==> src/sv/lfuct_pkg.sv <==
`timescale 1ns / 1ps

package lfuct_pkg;

  // Table geometry
  localparam int CAPACITY   = 16;
  localparam int COUNT_BITS = 16;
  localparam int IDX_W      = (CAPACITY > 1) ? $clog2(CAPACITY) : 1;
  localparam int HELD_W     = $clog2(CAPACITY + 1);
  localparam int CAP_W      = 5;
  localparam int DATA_W     = 32;

  typedef logic [IDX_W-1:0]      age_t;
  typedef logic [COUNT_BITS-1:0] cnt_t;
  typedef logic [HELD_W-1:0]     held_t;
  typedef logic [CAP_W-1:0]      cap_t;
  typedef logic [DATA_W-1:0]     word_t;
  typedef logic [CAPACITY-1:0]   lane_vec_t;

  // Operation codes
  typedef enum logic {
    OP_GET = 1'b0,
    OP_PUT = 1'b1
  } op_t;

  localparam cap_t CAP_RESET = cap_t'(16);

  // One request
  typedef struct packed {
    op_t          op;
    logic [31:0]  key;
    logic [31:0]  value;
  } item_t;

  // One response
  typedef struct packed {
    logic         hit;
    logic [31:0]  read_value;
    logic         evicted;
    logic [31:0]  evicted_key;
  } result_t;

endpackage

==> src/sv/lfuct_out_reg.sv <==
`timescale 1ns / 1ps

module lfuct_out_reg (
  input  logic               clk,
  input  logic               rst_n,
  input  logic               load,
  input  lfuct_pkg::result_t res,
  output logic               load_ok,
  output logic               out_tvalid,
  input  logic               out_tready,
  output logic [63:0]        out_tdata,  // read_value, evicted_key
  output logic [1:0]         out_tuser   // hit, evicted
);

  logic               v_r;
  lfuct_pkg::result_t res_r;

  // A new result may enter when the register is empty or being drained
  assign load_ok = !v_r || out_tready;

  always_ff @(posedge clk) begin
    if (!rst_n) begin
      v_r <= 1'b0;
    end else if (load_ok) begin
      v_r <= load;
    end
  end

  always_ff @(posedge clk) begin
    if (load_ok && load) begin
      res_r <= res;
    end
  end

  assign out_tvalid = v_r;
  assign out_tdata  = {res_r.evicted_key, res_r.read_value};
  assign out_tuser  = {res_r.evicted, res_r.hit};

endmodule

==> config.mk <==
export PLATFORM = sky130hd
export DESIGN_NAME = lfuct_out_reg
export DESIGN_NICKNAME = d
export VERILOG_FILES = /design/src/sv/lfuct_pkg.sv /design/src/sv/lfuct_out_reg.sv
export SDC_FILE = /design/constraint.sdc
export NUM_CORES = 1
export LEC_CHECK = 0
export BUFFER_PORTS_ARGS = -buffer_cell sky130_fd_sc_hd__clkbuf_2
export CORE_UTILIZATION = 30
export CTS_CLUSTER_SIZE = 16
export DETAILED_ROUTE_END_ITERATION = 6
export SYNTH_ARGS = -nofsm -noshare
export SYNTH_HDL_FRONTEND = slang
export SYNTH_SLANG_ARGS = --single-unit
export TNS_END_PERCENT = 1
==> constraint.sdc <==
create_clock -name clk -period 1.4 [get_ports clk]
set_clock_uncertainty 0.15 [all_clocks]
set_input_delay 0.21 -clock clk [delete_from_list [all_inputs] [get_ports clk]]
set_output_delay 0.21 -clock clk [all_outputs]
set_load 0.05 [all_outputs]
==> PnR_summary.wiki, run 1 <==
{| class="wikitable"
! Metric !! Value
|-
| Area of the core || about 6500 um2
|-
| Latest clock arrival within the worst-skew pair || 330 ps
|-
| Power density relative to cell area || approximately 1300 nW/um2
|-
| Sequence of cells on the critical path || dlygate4sd3_1 -> clkbuf_2 -> and2_4 -> buf_12
|-
| Count of inserted antenna diode cells || 0
|-
| Max-slew violation total from the final report || 0
|-
| Routed vias/inst || 4.08
|-
| Total count of hold-check failures in the final report || 0
|-
| Leading cell type in the layout, fill and taps excluded || sky130_fd_sc_hd__clkbuf_2
|-
| Post-Synthesis Net Count || roughly 140
|-
| Int Pwr || around 0.0034 W
|-
| Area of all placed cells without fillers || 3750 um2
|-
| Number of antenna violations at the first check in global routing || 0
|-
| Number of nets at the end of the flow || 360
|-
| DRT Pass-1 Iters || 6
|-
| Fmax || about 730 MHz
|-
| Slowest cell delay on critical path || 520 ps
|-
| Kind of start point of the critical path || primary input
|-
| Worst Hold Class || primary input to flop
|-
| Worst Setup Slack, final || 37.6 ps
|-
| Worst path top cell family by delay || buffers and inverters
|-
| Fraction of post-synthesis cell area in the top cell type by area || 0.972
|-
| Main area contributors after synthesis || sky130_fd_sc_hd__edfxtp_1 97%, sky130_fd_sc_hd__dfxtp_1 0.98%, sky130_fd_sc_hd__nand2b_4 0.67%
|-
| Mean instance size in the synthesized netlist || about 29 um2
|-
| Part of the total power dissipated in combinational logic || 0.176
|-
| DR WL/cell || roughly 14 um
|-
| Period utilisation layout || 0.973
|-
| Sequential area share after synthesis || 0.982
|-
| Routed via count || between 1500 and 2000
|-
| Most frequent cells in the layout || 136 x sky130_fd_sc_hd__clkbuf_2, 68 x sky130_fd_sc_hd__dlygate4sd3_1, 66 x sky130_fd_sc_hd__edfxtp_1
|-
| Count of buffer and inverter cells on the critical path || 3
|-
| Number of clock buffers inserted by TritonCTS || 9
|-
| Post-route antenna net violation count || 0
|-
| Starting utilization of the core area || 0.316
|-
| WL final || 5.33 mm
|-
| Worst VDD drop || 847 uV
|-
| Yosys reg bits || 67
|-
| Worst Setup Slack post-DPL || ~120 ps
|-
| Starting DRC count in detailed routing || just over 70
|-
| Yosys Warn Count || 0
|-
| Die extent in y || approximately 84 um
|-
| Leakage || ~1.6 nW
|-
| Kind of end point of the critical path || flop
|-
| Setup-failing EPs final || 0
|-
| Total power after layout || 0.00476 W
|-
| Switching power as a share of total power || 0.277
|-
| Num Clock Sinks || 67
|-
| Overflow after GRT || 0
|-
| Area of the mapped netlist || 2040 um2
|-
| Gr usage total || 0.156
|-
| Global-route wire length before repair || around 8 mm
|-
| Maximum fanout along the worst path || 35
|-
| DRC Markers || 5
|-
| Clock-pin transition on the worst setup and hold timing paths || around 70 ps
|-
| H-Tree Depth || 3
|-
| Row count || 29
|-
| Outcome || finished with violations
|-
| Violations in the final reports || design-rule violations
|-
| Synth area leader || sky130_fd_sc_hd__edfxtp_1
|-
| Share of post-route cells with drive strength above 1 || 0.539
|-
| Die Wd || 84.5 um
|-
| Max Cap Violations || 0
|-
| Critical Setup Path Class || primary input to flop
|-
| Distinct cell type count after synthesis || 6
|-
| CTS tree || yes
|-
| Area of the die || slightly above 7000 um2
|-
| Worst-margin pin slew || 316 ps
|-
| Port Buf Inserts || 137
|-
| Area post-placement || 2870 um2
|-
| Switching power summed over all nets || around 0.0013 W
|-
| Clock Root Buffer || sky130_fd_sc_hd__clkbuf_8
|-
| Endpoint arrival time on the critical path || 1240 ps
|-
| Via count of the first global-routing pass || 1691
|-
| Reg power frac || 0.499
|-
| Growth of design area from synthesis to finish || 84.0%
|-
| Maximum clock path buffer count || 2
|-
| Unrepaired setup endpoints after global routing || false
|-
| Part of the power in the clock network || 0.325
|-
| Synthesized instance count || 71
|-
| Critical path required time || between 1000 and 1500 ps
|-
| Relative slew margins || 0.790
|-
| Final weighted congestion in routability-driven placement || around 0.67
|-
| Maximum number of pins on one net before global-route repair || 36
|-
| Shortest period the worst path allows || 1360 ps
|-
| Slowest library cell on the worst path || sky130_fd_sc_hd__dlygate4sd3_1
|-
| Ports || 138
|}
[power by group through the flow]
stage          registers, W  clock network [W]  logic (W)
5_1_grt             0.00238            0.00166   0.000875
3_5_place_dp        0.00242                  0   0.000683
3_3_place_gp        0.00242                  0   0.000676
2_1_floorplan       0.00282                  0  0.0000474
4_1_cts             0.00237            0.00159   0.000836
6_report            0.00237            0.00155   0.000840
[final cells by class]
type,count,area (um2)
Fill cell,505,2710
Sequential cell,67,2010
Timing Repair Buffer,208,1420
Clock buffer,9,124
Tap cell,77,96.3
Clock inverter,7,68.8
Multi-Input combinational cell,3,33.8
Inverter,1,3.75
[sequential cells by signal (all words and copies together), names as in the netlist]
signal	count
out_tvalid	1
out_tdata	64
out_tuser	2
[path summary, 6_finish.rpt]
| kind | from | to | slack, ps | cells past startpoint |
|---|---|---|---|---|
| worst max-delay path | load | out_tdata[18] | 40 | 4 |
| worst min-delay path | out_tready | out_tvalid | 240 | 4 |
| worst max register to register | out_tvalid | out_tdata[18] | 130 | 3 |
| worst min register to register | out_tvalid | out_tvalid | 600 | 3 |
[what timing repair did]
item                       4_1_cts  5_1_grt
pin swaps                        0        1
resized for setup                1        1
hold buffers                    69        0
hold endpoints to repair        67        0
setup endpoints to repair        1        1
buffers inserted                 0        0
[layer usage]
metal / wire length [um] / track usage / vias up
met2: 2600 / 0.256 / 86
li1: - / - / 723
met5: 0 / 0 / -
met4: 127 / 0.0770 / 0
met1: 1990 / 0.157 / 698
met3: 603 / 0.0924 / 10
[cells by family (layout without fill, tap and decap cells)]
logic type / count (synthesis) / in the layout / synth area share
and+or+nand+nor: 2 / 2 / 0.0110
buffers and inverters: 1 / 225 / 0.00184
DFF: 67 / 67 / 0.982
AOI/OAI and AO/OA: 1 / 1 / 0.00552
[worst min-delay path, stage by stage]
cell and delay (ps):
sky130_fd_sc_hd__clkbuf_2 80, sky130_fd_sc_hd__nand2b_4 110, sky130_fd_sc_hd__dlymetal6s4s_1 200, sky130_fd_sc_hd__a21boi_2 70
[synthesized netlist by cell type]
cell type / number
sky130_fd_sc_hd__a21boi_2: 1
sky130_fd_sc_hd__and2_4: 1
sky130_fd_sc_hd__dfxtp_1: 1
sky130_fd_sc_hd__edfxtp_1: 66
sky130_fd_sc_hd__inv_1: 1
sky130_fd_sc_hd__nand2b_4: 1
[per-stage QoR]
stage                     TNS [ps]  hold WS [ps]   util  cells
after global placement           0           237  0.444    287
after CTS                        0           407  0.581    372
after floorplan             -20270           159      -     71
final                            0           239  0.581    372
after global routing             0           238  0.581    372
after detailed placement         0           239  0.444    287
Note: power is estimated with default switching activity, not from simulation.
==> run 2: changes to the inputs <==
Settings changed: CTS_BUF_LIST set to sky130_fd_sc_hd__clkbuf_16, SETUP_SLACK_MARGIN set to 0.3.
==> PnR_summary.wiki, run 2 (synthesis gave the netlist of run 1 again) <==
{| class="wikitable"
! Metric !! Value
|-
| Outcome || finished with violations
|-
| Violations in the final reports || design-rule violations
|-
| Area of the core || around 6500 um2
|-
| Fin util || 0.617
|-
| Starting DRC count in detailed routing || 87
|-
| Fmax || approximately 770 MHz
|-
| Share of post-route cells with drive strength above 1 || 0.541
|-
| Latest clock arrival within the worst-skew pair || approximately 320 ps
|-
| Total count of hold-check failures in the final report || 0
|-
| Count of inserted antenna diode cells || 0
|-
| TNS Setup || 0 ps
|-
| Overflow after GRT || 0
|-
| Total power after layout || roughly 0.0054 W
|-
| Setup-failing EPs final || 0
|-
| Period utilisation layout || 0.932
|-
| Critical path required time || ~1000 ps
|-
| Endpoint arrival time on the critical path || 950 ps
|-
| Maximum fanout along the worst path || 1
|-
| Max FFs per register || 64
|-
| Gr usage total || 0.164
|-
| Area used by multi-input combinational logic || between 30 and 40 um2
|-
| Number of antenna violations at the first check in global routing || 0
|-
| Maximum number of pins on one net before global-route repair || 36
|-
| CTS tree || yes
|-
| Startpoint of the tightest hold check path || out_tready
|-
| Most frequent cells in the layout || 94 x sky130_fd_sc_hd__clkbuf_2, 68 x sky130_fd_sc_hd__dlygate4sd3_1, 66 x sky130_fd_sc_hd__edfxtp_1
|-
| Sequential cell area in the final layout || approximately 2000 um2
|-
| Slowest cell delay on critical path || between 300 and 400 ps
|-
| Routed vias/inst || between 4 and 5
|-
| Number of nets at the end of the flow || about 360
|-
| Worst VDD drop || approximately 1000 uV
|-
| Worst-margin pin slew || around 300 ps
|-
| Clock Root Buffer || sky130_fd_sc_hd__clkbuf_16
|-
| Max Cap Violations || 0
|-
| Number of clock buffers inserted by TritonCTS || 9
|-
| Unrepaired setup endpoints after global routing || true
|-
| H-Tree Depth || 3
|-
| Slowest library cell on the worst path || sky130_fd_sc_hd__edfxtp_1
|-
| Kind of end point of the critical path || output pin
|-
| Clock-pin transition on the worst setup and hold timing paths || approximately 50 ps
|-
| Die extent in y || roughly 84 um
|-
| Die Wd || ~84 um
|-
| Row count || 29
|-
| Via count of the first global-routing pass || 1717
|-
| Max-slew violation total from the final report || 0
|-
| Critical R2R Launch || out_tvalid
|-
| Count of buffers added by post-CTS timing repair for setup || 0
|-
| Num Clock Sinks || 67
|-
| Worst path top cell family by delay || flip-flops
|-
| Starting utilization of the core area || 0.316
|-
| DRC Markers || 5
|-
| WL final || 5.61 mm
|-
| Ports || 138
|-
| Growth of design area from synthesis to finish || 95.3%
|-
| Power density relative to cell area || ~1400 nW/um2
|-
| Worst Hold Class || primary input to flop
|-
| Area of the die || approximately 7100 um2
|-
| Count of fill cells added during filler insertion || 470
|-
| Minimum hold slack || roughly 51 ps
|-
| Global-route wire length before repair || 8.37 mm
|-
| Sequence of cells on the critical path || clkbuf_2
|-
| End point of the most critical hold path || out_tvalid
|-
| Critical Setup Path Class || flop to output pin
|-
| Kind of start point of the critical path || flop
|-
| DRT Pass-1 Iters || 6
|-
| Routed via count || around 1600
|-
| R2R setup slack || ~100 ps
|-
| Shortest period the worst path allows || approximately 1300 ps
|-
| Maximum clock path buffer count || 2
|-
| Post-route antenna net violation count || 0
|-
| Count of buffer and inverter cells on the critical path || 1
|-
| Critical register-to-register path endpoint || out_tdata[7]
|-
| Leading cell type in the layout, fill and taps excluded || sky130_fd_sc_hd__clkbuf_2
|-
| Reg2reg path depth || 3
|-
| Number of cells on the worst hold path || 3
|-
| DR WL/cell || roughly 15 um
|-
| Port Buf Inserts || between 100 and 150
|-
| Relative slew margins || 0.803
|-
| Final weighted congestion in routability-driven placement || between 0.6 and 0.7
|-
| Leakage || around 1.7 nW
|}
==> run 2: cell count changes in the layout (fill, tap and decap cells not counted), sizes merged <==
cell          change
clkbuf            -4
dlymetal6s4s      -1
buf               +4
==> run 2: metal layers <==
layer,global-route usage,share of wire,vias up
met3,0.0914,0.10,14
li1,-,-,723
met1,0.162,0.36,724
met4,0.0863,0.023,0
met5,0,0,-
met2,0.278,0.52,89
==> run 2: timing repair <==
item	CTS	global route
hold endpoints to repair	67	0
resized for setup	46	4
endpoints found under the setup margin	134	134
hold buffers	68	0
==> run 2: worst max-delay path by stage <==
stage / from / to / depth (start not counted)
2_1_floorplan: out_tvalid / out_tdata[0] / 2
3_3_place_gp: out_tready / out_tdata[58] / 4
3_5_place_dp: out_tvalid / out_tdata[58] / 3
4_1_cts: out_tvalid / out_tdata[18] / 3
5_1_grt: out_tvalid / out_tdata[39] / 3
6_report: out_tdata[6] / out_tdata[6] / 1
==> run 2: cell type report <==
type	count	share of cell area
clock buffer	9	0.0566
clock inverter	7	0.0173
inverter	1	0.000943
multi-input combinational	3	0.00848
sequential	67	0.504
tap	77	0.0242
timing repair buffer	207	0.389
==> run 2: where the power goes <==
group	total, W	switching [W]	internal (W)
Combinational	0.000883	0.000558	0.000325
Clock	0.00216	0.000793	0.00137
Sequential	0.00238	0.0000339	0.00235
==> run 2: per-stage QoR <==
step	cell area [um2]	std cells	setup slack, ps
after floorplan	2040	71	-307
after global placement	2870	287	148
after detailed placement	2870	287	124
after CTS	3980	371	102
after global routing	3980	371	63.9
final	3980	371	94.5
==> run 2: tightest hold or removal path, stage by stage <==
cell and delay [ps]:
sky130_fd_sc_hd__clkbuf_2 80, sky130_fd_sc_hd__nand2b_4 140, sky130_fd_sc_hd__a21boi_2 50
